File: config.mk
export PLATFORM = sky130hd
export DESIGN_NAME = token_bucket_table_flat
export DESIGN_NICKNAME = d
export VERILOG_FILES = /design/src/rtl/core/tbt_pkg.sv /design/src/rtl/core/tbt_if.sv /design/src/rtl/core/token_bucket_table.sv /design/src/rtl/core/tbt_alu.sv /design/src/flat_wrapper.sv
export VERILOG_INCLUDE_DIRS = /design/src /design/src/rtl/core
export SDC_FILE = /design/constraint.sdc
export NUM_CORES = 2
export LEC_CHECK = 0
export BUFFER_PORTS_ARGS = -buffer_cell sky130_fd_sc_hd__buf_2
export CORE_ASPECT_RATIO = 0.75
export CORE_MARGIN = 4
export CORE_UTILIZATION = 40
export CTS_CLUSTER_DIAMETER = 200
export CTS_CLUSTER_SIZE = 24
export DETAILED_ROUTE_END_ITERATION = 7
export PLACE_DENSITY = 0.64
export SYNTH_ARGS = -nofsm -noshare
export SYNTH_HDL_FRONTEND = slang
export SYNTH_SLANG_ARGS = --single-unit
File: constraint.sdc
create_clock -name clk -period 12.4 [get_ports clk]
set_input_delay 1.86 -clock clk [delete_from_list [all_inputs] [get_ports clk]]
set_output_delay 1.86 -clock clk [all_outputs]
set_load 0.05 [all_outputs]
File: src/rtl/core/assert_macros.svh
// assertion helpers for the rtl
`ifndef ASSERT_MACROS_SVH
`define ASSERT_MACROS_SVH

`ifndef SYNTH

// property checked every clock edge outside reset
`define ASSERT_PROP(lbl, prop, msg) \
  lbl: assert property (@(posedge clk) disable iff (!rst_n) (prop)) else $error(msg);

// consequent must hold on the edge after the antecedent
`define ASSERT_NEXT(lbl, ante, cons, msg) \
  lbl: assert property (@(posedge clk) disable iff (!rst_n) (ante) |=> (cons)) else $error(msg);

`else

`define ASSERT_PROP(lbl, prop, msg)

`define ASSERT_NEXT(lbl, ante, cons, msg)

`endif

`endif

File: src/rtl/core/tbt_pkg.sv
package tbt_pkg;

  localparam int NUM_BUCKETS_DEF = 16;
  localparam int TOKEN_BITS_DEF  = 24;

  localparam int CMD_W     = 3;
  localparam int SLOT_W    = 4;
  localparam int AMT_W     = 24;
  localparam int STATUS_W  = 2;
  // slots the slot field can name
  localparam int SLOT_SPAN = 16;

  typedef enum logic [CMD_W-1:0] {
    CMD_OPEN   = 3'd0,
    CMD_CLOSE  = 3'd1,
    CMD_TICK   = 3'd2,
    CMD_FETCH  = 3'd3,
    CMD_RETURN = 3'd4
  } cmd_t;

  typedef enum logic [STATUS_W-1:0] {
    ST_OK       = 2'd0,
    ST_FULL     = 2'd1,
    ST_BAD_SLOT = 2'd2,
    ST_EMPTY    = 2'd3
  } status_t;

  typedef enum logic [1:0] {
    ALU_NOP,
    ALU_TICK,
    ALU_FETCH,
    ALU_RETURN
  } alu_op_t;

  typedef struct packed {
    logic empty;
    logic sat;
  } alu_flags_t;

endpackage

File: src/rtl/core/tbt_if.sv
interface tbt_in_if import tbt_pkg::*; ();
  logic              valid;
  logic              ready;
  logic [CMD_W-1:0]  command;
  logic [SLOT_W-1:0] slot;
  logic [AMT_W-1:0]  amount;
  logic [AMT_W-1:0]  fill_rate;
  logic [AMT_W-1:0]  burst_limit;

  modport source (output valid, command, slot, amount, fill_rate, burst_limit, input ready);
  modport sink   (input valid, command, slot, amount, fill_rate, burst_limit, output ready);
endinterface

interface tbt_out_if import tbt_pkg::*; ();
  logic                valid;
  logic                ready;
  logic [STATUS_W-1:0] status;
  logic [SLOT_W-1:0]   granted_slot;
  logic [AMT_W-1:0]    granted;

  modport source (output valid, status, granted_slot, granted, input ready);
  modport sink   (input valid, status, granted_slot, granted, output ready);
endinterface

File: src/rtl/core/token_bucket_table.sv
// channel   dir   payload                                          handshake
// in_chan   in    command, slot, amount, fill_rate, burst_limit    valid/ready
// out_chan  out   status, granted_slot, granted                    valid/ready
//
// open, close, fetch, return and unknown commands: each word is accepted, then executed
// tick: min(NUM_BUCKETS, 16) buckets, one bucket per cycle through the shared adder
// reset is synchronous and clears the slot flags; bucket storage is not reset
// ready is low while a word executes; a result waiting on out_chan holds the final
// step, and the next word is accepted once that result has moved to the output register
module token_bucket_table import tbt_pkg::*; #(
  parameter int NUM_BUCKETS = NUM_BUCKETS_DEF,
  parameter int TOKEN_BITS  = TOKEN_BITS_DEF
) (
  input  logic      clk,
  input  logic      rst_n,
  tbt_in_if.sink    in_chan,
  tbt_out_if.source out_chan
);

  `include "assert_macros.svh"

  // only the slots the slot field can name are ever opened
  localparam int SPAN = NUM_BUCKETS < SLOT_SPAN ? NUM_BUCKETS : SLOT_SPAN;
  localparam int IW   = $clog2(SPAN);
  localparam int W    = (TOKEN_BITS > AMT_W ? TOKEN_BITS : AMT_W) + 1;
  localparam logic [IW-1:0]     LAST_IDX = IW'(SPAN - 1);
  localparam logic [SLOT_W:0]   SPAN_V   = (SLOT_W + 1)'(SPAN);
  localparam logic [W-1:0]      TMAX_W   = W'({TOKEN_BITS{1'b1}});

  typedef enum logic {
    S_IDLE,
    S_EXEC
  } state_t;

  state_t            state_r, state_nxt;
  logic [CMD_W-1:0]  cmd_r, cmd_nxt;
  logic [IW-1:0]     idx_r, idx_nxt;
  logic              bad_r, bad_nxt;
  logic [AMT_W-1:0]  amt_r, amt_nxt;
  logic [AMT_W-1:0]  fill_r, fill_nxt;
  logic [AMT_W-1:0]  blim_r, blim_nxt;
  logic [SPAN-1:0]   in_use_r, in_use_nxt;
  logic              out_valid_r, out_valid_nxt;
  status_t           out_status_r, out_status_nxt;
  logic [SLOT_W-1:0] out_slot_r, out_slot_nxt;
  logic [AMT_W-1:0]  out_grant_r, out_grant_nxt;

  logic [TOKEN_BITS-1:0] tok_mem   [SPAN];
  logic [TOKEN_BITS-1:0] rate_mem  [SPAN];
  logic [TOKEN_BITS-1:0] burst_mem [SPAN];

  logic [TOKEN_BITS-1:0] rd_tok_r;
  logic [TOKEN_BITS-1:0] rd_rate_r;
  logic [TOKEN_BITS-1:0] rd_burst_r;

  logic [SPAN-1:0]       low_free;
  logic                  table_full;
  logic [IW-1:0]         free_idx;
  logic [W-1:0]          fill_w;
  logic [W-1:0]          blim_w;
  logic [TOKEN_BITS-1:0] rate_sat;
  logic [TOKEN_BITS-1:0] burst_sat;

  alu_op_t               alu_op;
  logic [TOKEN_BITS-1:0] alu_tok;
  logic [AMT_W-1:0]      alu_grant;
  alu_flags_t            alu_flags;

  logic                  is_tick;
  logic                  last;
  logic                  out_free;
  logic                  step;
  logic                  finish;
  logic                  slot_open;
  status_t               status_v;
  logic [SLOT_W-1:0]     gslot_v;
  logic [AMT_W-1:0]      grant_v;
  logic                  mem_we;
  logic                  open_we;
  logic [IW-1:0]         mem_idx;
  logic [TOKEN_BITS-1:0] tok_wd;

  // lowest free slot: isolate the lowest zero of the flags
  assign low_free   = ~in_use_r & (in_use_r + SPAN'(1));
  assign table_full = &in_use_r;

  always_comb begin
    free_idx = '0;
    for (int i = 0; i < SPAN; i++) begin
      if (low_free[i]) free_idx = free_idx | IW'(i);
    end
  end

  always_comb begin
    fill_w    = W'(fill_r);
    blim_w    = W'(blim_r);
    rate_sat  = (fill_w > TMAX_W) ? TMAX_W[TOKEN_BITS-1:0] : fill_w[TOKEN_BITS-1:0];
    burst_sat = (blim_w > TMAX_W) ? TMAX_W[TOKEN_BITS-1:0] : blim_w[TOKEN_BITS-1:0];
  end

  always_comb begin
    case (cmd_r)
      CMD_TICK:   alu_op = ALU_TICK;
      CMD_FETCH:  alu_op = ALU_FETCH;
      CMD_RETURN: alu_op = ALU_RETURN;
      default:    alu_op = ALU_NOP;
    endcase
  end

  tbt_alu #(
    .TOKEN_BITS (TOKEN_BITS)
  ) u_alu (
    .op      (alu_op),
    .tok     (rd_tok_r),
    .rate    (rd_rate_r),
    .burst   (rd_burst_r),
    .amount  (amt_r),
    .new_tok (alu_tok),
    .grant   (alu_grant),
    .flags   (alu_flags)
  );

  assign is_tick   = (cmd_r == CMD_TICK);
  assign last      = !is_tick || (idx_r == LAST_IDX);
  assign out_free  = !out_valid_r || out_chan.ready;
  assign step      = (state_r == S_EXEC) && (!last || out_free);
  assign finish    = step && last;
  assign slot_open = !bad_r && in_use_r[idx_r];

  always_comb begin
    state_nxt      = state_r;
    cmd_nxt        = cmd_r;
    idx_nxt        = idx_r;
    bad_nxt        = bad_r;
    amt_nxt        = amt_r;
    fill_nxt       = fill_r;
    blim_nxt       = blim_r;
    in_use_nxt     = in_use_r;
    out_valid_nxt  = out_valid_r && !out_chan.ready;
    out_status_nxt = out_status_r;
    out_slot_nxt   = out_slot_r;
    out_grant_nxt  = out_grant_r;
    status_v       = ST_OK;
    gslot_v        = '0;
    grant_v        = '0;
    mem_we         = 1'b0;
    open_we        = 1'b0;
    mem_idx        = idx_r;
    tok_wd         = alu_tok;

    if (state_r == S_IDLE) begin
      if (in_chan.valid) begin
        cmd_nxt   = in_chan.command;
        bad_nxt   = ({1'b0, in_chan.slot} >= SPAN_V);
        idx_nxt   = (in_chan.command == CMD_TICK || {1'b0, in_chan.slot} >= SPAN_V) ?
                    '0 : in_chan.slot[IW-1:0];
        amt_nxt   = in_chan.amount;
        fill_nxt  = in_chan.fill_rate;
        blim_nxt  = in_chan.burst_limit;
        state_nxt = S_EXEC;
      end
    end else if (step) begin
      case (cmd_r)
        CMD_OPEN: begin
          if (table_full) begin
            status_v = ST_FULL;
          end else begin
            mem_we               = 1'b1;
            open_we              = 1'b1;
            mem_idx              = free_idx;
            tok_wd               = '0;
            in_use_nxt[free_idx] = 1'b1;
            gslot_v              = SLOT_W'(free_idx);
          end
        end
        CMD_CLOSE: begin
          if (!slot_open) status_v = ST_BAD_SLOT;
          else in_use_nxt[idx_r] = 1'b0;
        end
        CMD_TICK: begin
          mem_we = in_use_r[idx_r];
          if (!last) idx_nxt = idx_r + IW'(1);
        end
        CMD_FETCH: begin
          if (!slot_open) begin
            status_v = ST_BAD_SLOT;
          end else if (alu_flags.empty) begin
            status_v = ST_EMPTY;
          end else begin
            mem_we  = 1'b1;
            grant_v = alu_grant;
          end
        end
        CMD_RETURN: begin
          if (!slot_open) begin
            status_v = ST_BAD_SLOT;
          end else begin
            mem_we  = 1'b1;
            grant_v = alu_grant;
          end
        end
        default: ;
      endcase

      if (last) begin
        out_valid_nxt  = 1'b1;
        out_status_nxt = status_v;
        out_slot_nxt   = gslot_v;
        out_grant_nxt  = grant_v;
        state_nxt      = S_IDLE;
      end
    end
  end

  always_ff @(posedge clk) begin
    if (!rst_n) begin
      state_r     <= S_IDLE;
      in_use_r    <= '0;
      out_valid_r <= 1'b0;
    end else begin
      state_r      <= state_nxt;
      in_use_r     <= in_use_nxt;
      out_valid_r  <= out_valid_nxt;
      cmd_r        <= cmd_nxt;
      idx_r        <= idx_nxt;
      bad_r        <= bad_nxt;
      amt_r        <= amt_nxt;
      fill_r       <= fill_nxt;
      blim_r       <= blim_nxt;
      out_status_r <= out_status_nxt;
      out_slot_r   <= out_slot_nxt;
      out_grant_r  <= out_grant_nxt;
    end
  end

  // bucket store; the read follows the next index so the data lines up with idx_r
  always_ff @(posedge clk) begin
    if (mem_we) begin
      tok_mem[mem_idx] <= tok_wd;
      if (open_we) begin
        rate_mem[mem_idx]  <= rate_sat;
        burst_mem[mem_idx] <= burst_sat;
      end
    end
    rd_tok_r   <= tok_mem[idx_nxt];
    rd_rate_r  <= rate_mem[idx_nxt];
    rd_burst_r <= burst_mem[idx_nxt];
  end

  assign in_chan.ready         = (state_r == S_IDLE);
  assign out_chan.valid        = out_valid_r;
  assign out_chan.status       = out_status_r;
  assign out_chan.granted_slot = out_slot_r;
  assign out_chan.granted      = out_grant_r;

  `ASSERT_NEXT(a_busy_after_accept, in_chan.valid && in_chan.ready, !in_chan.ready, "ready straight after accepting a word")
  `ASSERT_NEXT(a_open_claims_slot, finish && cmd_r == CMD_OPEN && !table_full, in_use_r[$past(free_idx)], "open did not claim its slot")
  `ASSERT_PROP(a_grant_bounded, (finish && slot_open && (cmd_r == CMD_FETCH || cmd_r == CMD_RETURN)) |-> (alu_grant <= amt_r), "grant exceeds amount")
  `ASSERT_NEXT(a_bad_slot_no_change, finish && status_v == ST_BAD_SLOT, $stable(in_use_r), "slot flags changed on a bad slot")

endmodule

File: src/rtl/core/tbt_alu.sv
module tbt_alu import tbt_pkg::*; #(
  parameter int TOKEN_BITS = TOKEN_BITS_DEF
) (
  input  alu_op_t               op,
  input  logic [TOKEN_BITS-1:0] tok,
  input  logic [TOKEN_BITS-1:0] rate,
  input  logic [TOKEN_BITS-1:0] burst,
  input  logic [AMT_W-1:0]      amount,
  output logic [TOKEN_BITS-1:0] new_tok,
  output logic [AMT_W-1:0]      grant,
  output alu_flags_t            flags
);

  localparam int W = (TOKEN_BITS > AMT_W ? TOKEN_BITS : AMT_W) + 1;

  logic [W-1:0] opa;
  logic [W-1:0] opb;
  logic         sub;
  logic [W-1:0] res;
  logic [W-1:0] inv_tok;
  logic         neg;
  logic         over;

  // one shared adder, subtracting for fetch
  always_comb begin
    opa     = W'(tok);
    opb     = (op == ALU_TICK) ? W'(rate) : W'(amount);
    sub     = (op == ALU_FETCH);
    res     = opa + (sub ? ~opb : opb) + W'(sub);
    inv_tok = W'(~tok);
    neg     = res[W-1];
    over    = |res[W-1:TOKEN_BITS];
  end

  always_comb begin
    new_tok     = tok;
    grant       = '0;
    flags.empty = (tok == '0);
    flags.sat   = 1'b0;
    case (op)
      ALU_TICK: begin
        new_tok = (res > W'(burst)) ? burst : res[TOKEN_BITS-1:0];
      end
      ALU_FETCH: begin
        if (neg || res == '0) begin
          new_tok = '0;
          grant   = opa[AMT_W-1:0];
        end else begin
          new_tok = res[TOKEN_BITS-1:0];
          grant   = amount;
        end
      end
      ALU_RETURN: begin
        flags.sat = over;
        if (over) begin
          // clamp at the all-ones count; what fitted is max minus old
          new_tok = '1;
          grant   = inv_tok[AMT_W-1:0];
        end else begin
          new_tok = res[TOKEN_BITS-1:0];
          grant   = amount;
        end
      end
      default: ;
    endcase
  end

endmodule
File: src/flat_wrapper.sv
// flat-port wrapper written by rule: the top's interface ports become plain ports
module token_bucket_table_flat import tbt_pkg::*;
#(
  parameter int NUM_BUCKETS = NUM_BUCKETS_DEF,
  parameter int TOKEN_BITS  = TOKEN_BITS_DEF
)
  (clk, rst_n, in_chan_valid, in_chan_command, in_chan_slot, in_chan_amount, in_chan_fill_rate, in_chan_burst_limit, in_chan_ready, out_chan_valid, out_chan_status, out_chan_granted_slot, out_chan_granted, out_chan_ready);
  tbt_in_if in_chan_i ();
  tbt_out_if out_chan_i ();
  input  logic clk;
  input  logic rst_n;
  input wire logic [$bits(in_chan_i.valid)-1:0] in_chan_valid;
  input wire logic [$bits(in_chan_i.command)-1:0] in_chan_command;
  input wire logic [$bits(in_chan_i.slot)-1:0] in_chan_slot;
  input wire logic [$bits(in_chan_i.amount)-1:0] in_chan_amount;
  input wire logic [$bits(in_chan_i.fill_rate)-1:0] in_chan_fill_rate;
  input wire logic [$bits(in_chan_i.burst_limit)-1:0] in_chan_burst_limit;
  output wire logic [$bits(in_chan_i.ready)-1:0] in_chan_ready;
  output wire logic [$bits(out_chan_i.valid)-1:0] out_chan_valid;
  output wire logic [$bits(out_chan_i.status)-1:0] out_chan_status;
  output wire logic [$bits(out_chan_i.granted_slot)-1:0] out_chan_granted_slot;
  output wire logic [$bits(out_chan_i.granted)-1:0] out_chan_granted;
  input wire logic [$bits(out_chan_i.ready)-1:0] out_chan_ready;
  assign in_chan_i.valid = in_chan_valid;
  assign in_chan_i.command = in_chan_command;
  assign in_chan_i.slot = in_chan_slot;
  assign in_chan_i.amount = in_chan_amount;
  assign in_chan_i.fill_rate = in_chan_fill_rate;
  assign in_chan_i.burst_limit = in_chan_burst_limit;
  assign in_chan_ready = in_chan_i.ready;
  assign out_chan_valid = out_chan_i.valid;
  assign out_chan_status = out_chan_i.status;
  assign out_chan_granted_slot = out_chan_i.granted_slot;
  assign out_chan_granted = out_chan_i.granted;
  assign out_chan_i.ready = out_chan_ready;
  token_bucket_table #(.NUM_BUCKETS(NUM_BUCKETS), .TOKEN_BITS(TOKEN_BITS)) u_core (.clk(clk), .rst_n(rst_n), .in_chan(in_chan_i), .out_chan(out_chan_i));
endmodule
==> reports/metrics.csv <==
stage,metric,value,unit
run_status,run status,finished clean,
drt,WL per Instance,24.5,microns
sta,total setup violations reported at the end of the flow,0,
drt,residual antenna-violating net count after detailed routing,0,
cts,Num CTS Buffers,66,
logic_synthesis,share of synthesized area occupied by flip-flops and latches,70.3,%
worst_setup_path,CP Launch Type,flop,
cells_and_area,ratio of cells with drive above 1 in the final layout,7.51,%
sta,worst-case clock skew,0.0326,ns
worst_hold_path,Worst Hold Path Cells,2,
place,input/output buffers,114,
worst_setup_path,chain of cells forming the critical path,or2b_4 > o221a_2 > nand2_1 > fa_1 > nand2b_1 > a211oi_2 > o21a_1 > o21ai_0 > a211oi_1 > ha_1 > a211oi_1 > o21bai_1 > a211oi_1 > o22ai_1 > o21a_1 > or3_1 > mux2i_1 > o211ai_1 > buf_4 > o22ai_1,
place,DP Wirelength,87200,microns
global_route,number of global-route vias before repair,35100,
sta,crit path time final,7.63,ns
worst_setup_path,Setup CP Type,flop to flop,
cts,total number of H-tree levels,3,
worst_setup_path,delay of the slowest cell on the worst path,1.03,ns
logic_synthesis,fraction of registers with async set/reset,0,%
worst_setup_path,Worst Path Buf+Inv,1,
drt,Pre-antenna DRT Iters,6,
logic_synthesis,share of Yosys cell area claimed by the top area cell type,67.1,%
global_route,largest net degree at the start of global routing,200,
cts,PostCTS Resize Cnt,0,
logic_synthesis,Post-Synthesis Cell Area,56400,sq um
worst_setup_path,register-to-register path setup slack,4.77,ns
cts,clock net sink count,1351,
worst_setup_path,Crit. End Element,flop,
cts,CTS Buffer Depth,3,
floorplan,effective utilization at floorplan,40.2,%
power_and_ir_drop,power density relative to cell area,162,nW/um^2
logic_synthesis,Synthesized Nets,4893,
sta,max-slew violation count,0,
cells_and_area,number of nets in the layout,4852,
worst_setup_path,critical path peak fanout,59,
logic_synthesis,synthesis-stage register bit count,1351,
worst_setup_path,data arrival time of the worst path,7.92,ns
global_route,antenna violations before repair,8,
sta,Final Hold Viols,0,
worst_setup_path,Critical Path Slowest Stage Cell,o22ai_1,
logic_synthesis,cell accounting for the most synthesized area,edfxtp_1,
logic_synthesis,distinct cell type count after synthesis,75,
floorplan,die footprint,147000,sq um
floorplan,# IOs,115,
power_and_ir_drop,maximum VDD drop,0.0000910,V
worst_hold_path,Worst Hold End,u_core.in_use_r[9],
worst_hold_path,HP Start,u_core.in_use_r[9],
worst_setup_path,crit-path leading delay family,compound AO/OA/AOI/OAI gates,
cts,worst skew pair latency,0.70,ns
sta,remaining max-slew budget at the tightest pin,7.91,%
logic_synthesis,leading post-synthesis cells by cell area,"edfxtp_1 67%, nand2_1 8.6%, nand3_1 7.9%",
logic_synthesis,Synth Flop Type,edfxtp_1,
cts,TritonCTS clock tree,yes,
global_route,total overflow reported by the global router,0,
logic_synthesis,Synth Warn #,0,
cts,Worst-path clk slew,0.11,ns
drt,drc violations,0,
sta,unrepaired setup endpoints after global routing,false,
sta,setup_tns,0,ns
logic_synthesis,"Avg Cell Area, Syn",11.9,sq um
drt,number of vias after detailed routing,38000,
drt,DR iter-0 viols,4600,
power_and_ir_drop,Lkg Pwr,0.0209,uW
floorplan,cell row count,119,
drt,average vias per placed instance,5.72,
worst_hold_path,path class of the lowest-slack min-delay path,flop to flop,
cts,root buf cell,clkbuf_16,
worst_setup_path,endpoint of the lowest-slack register-to-register path,u_core.tok_mem[4][23],
worst_setup_path,reg-to-reg startpoint,u_core.cmd_r[1],
logic_synthesis,Post-Syn Instances,4757,
global_route,global-route wire length before repair,237000,microns
sta,Least-Margin Pin Slew,1.38,ns
cts,buffers inserted during post-CTS setup optimization,0,
worst_setup_path,critical path data required time,12.69,ns
sta,final worst-path cycle share,61.5,%
logic_synthesis,"EDFF count, synth",1261,
sta,hold slack final,0.538,ns
floorplan,Die Height,333,microns
worst_setup_path,Most Frequent Cell on Critical Path,a211oi_1,
worst_setup_path,timing startpoint of the critical path,u_core.cmd_r[1],
worst_setup_path,cells on worst reg2reg path,20,
global_route,gr usage total,21.4,%
cells_and_area,layout overhead on the synthesized area,8.00,%
place,final RePlAce weighted congestion,0.942,
floorplan,Core Region,140000,sq um
job,number of violations of the max-capacitance limit,0,
drt,Post-Route WL,163000,microns
floorplan,Die X,442,microns
cts,Hold Buf Count CTS,0,
sta,highest clock rate,131,MHz
-- Yosys cell counts, types with 3 or more instances --
cell type  number
and2_1         11
o21ai_0       110
a32oi_1        24
xnor2_1         5
mux4_2          5
nor2_1        106
or2_2           5
inv_1          60
o211ai_1       12
nor3_1         26
nand2_1      1286
and3_1         86
buf_6           3
a21o_1         11
edfxtp_1     1261
buf_1          38
o21a_1         20
a221oi_2       21
a211oi_1       19
nor3b_1         5
a221oi_1       17
nor4_1         11
and4_1          5
o22ai_1        15
a21boi_0        9
mux2i_1        10
o221ai_1        3
xor2_1          5
buf_2          94
dfxtp_1        90
nor2b_1         8
nand4_1        19
inv_2           4
nand3_1       887
or3_1          33
a21oi_1        58
o31ai_1         6
clkbuf_1      167
o21ai_1         8
nand2b_1       11
ha_1           52
a31oi_1        83
-- tightest hold or removal path, stage by stage (launching register included) --
cell	delay, ns
dfxtp_1	0.35
o21ai_0	0.07
a21boi_0	0.07
-- sequential cells by signal, indices dropped and copies added, names as in the netlist --
name / count
u_core.out_chan.valid: 1
u_core.blim_r: 24
u_core.in_use_r: 16
u_core.burst_mem: 384
u_core.fill_r: 24
u_core.rate_mem: 384
u_core.amt_r: 24
u_core.idx_r: 4
u_core.out_chan.status: 2
u_core.rd_rate_r: 24
u_core.out_chan.granted: 24
u_core.tok_mem: 384
u_core.out_chan.granted_slot: 4
u_core.cmd_r: 3
u_core.rd_tok_r: 24
u_core.rd_burst_r: 24
u_core.state_r: 1
-- worst max-delay path by stage --
stage / to / slack [ns] / cells past startpoint
after global routing: u_core.tok_mem[3][6] / 4.41 / 20
after floorplan: u_core.tok_mem[0][3] / 6.34 / 25
final: u_core.tok_mem[4][23] / 4.77 / 20
after global placement: u_core.tok_mem[6][23] / 5.17 / 20
after detailed placement: u_core.tok_mem[2][12] / 4.89 / 20
after CTS: u_core.tok_mem[5][12] / 4.79 / 20
-- final cells by class --
class	instances	area (sq um)
Multi-Input combinational cell	3038	15400
Clock inverter	7	141
Timing Repair Buffer	195	1230
Fill cell	12800	79300
Sequential cell	1351	39700
Inverter	64	262
Antenna cell	2	5.00
Clock buffer	113	1830
Tap cell	1875	2350
-- report_power, final --
| group | switching, uW | internal (uW) |
|---|---|---|
| clock | 1440 | 1040 |
| sequential | 228 | 5190 |
| combinational | 1380 | 582 |
| total | 3040 | 6810 |
-- metrics by stage --
stage	power (uW)	area [sq um]	utilization, %	instances	setup slack, ns
final	9850	60900	43.4	6645	4.77
after global routing	10300	60900	43.4	6643	4.41
after CTS	9850	60900	43.4	6642	4.79
after detailed placement	7420	58900	42.0	6522	4.89
after global placement	7410	58900	42.0	6522	5.17
after floorplan	6660	56400	-	4757	6.34
-- cells by family after synthesis --
group           synth area share [%]
mux                            0.417
flops                           70.3
xor+xnor                       0.155
compound gates                  5.42
buf+inv                         2.71
simple gates                    19.8
fa+ha+maj                       1.19
-- cells in the final DEF, fill, tap and decap left out, types with 6 or more instances in the layout --
cell type	Yosys	routed
o21ai_0	110	109
nor2b_1	8	8
nand3_1	887	887
clkbuf_16	0	66
dfxtp_1	90	90
o22ai_1	15	15
nor2_1	106	74
nor2_4	0	16
a21o_1	11	11
buf_4	2	77
and3_1	86	85
a211oi_1	19	18
nand4_1	19	19
a32oi_1	24	24
a21boi_0	9	9
ha_1	52	52
nand2_1	1286	1286
a31oi_1	83	82
o211ai_1	12	12
a221oi_1	17	16
a21oi_1	58	57
nor4_1	11	11
mux2i_1	10	10
or3_1	33	33
nor2_2	0	16
buf_2	94	114
a221oi_2	21	20
nand2b_1	11	11
inv_1	60	60
and2_1	11	10
clkbuf_1	167	47
edfxtp_1	1261	1261
o21ai_1	8	8
o21a_1	20	20
o31ai_1	6	6
nor3_1	26	26
-- metal layers --
layer / track usage (%) / vias to the layer above / routed length, microns
li1: - / 17200 / -
met3: 3.59 / 260 / 14600
met5: 0 / - / 0
met2: 32.6 / 1734 / 72700
met1: 32.0 / 18900 / 70700
met4: 5.61 / 0 / 4430
Power figures use the tool's default switching activity.
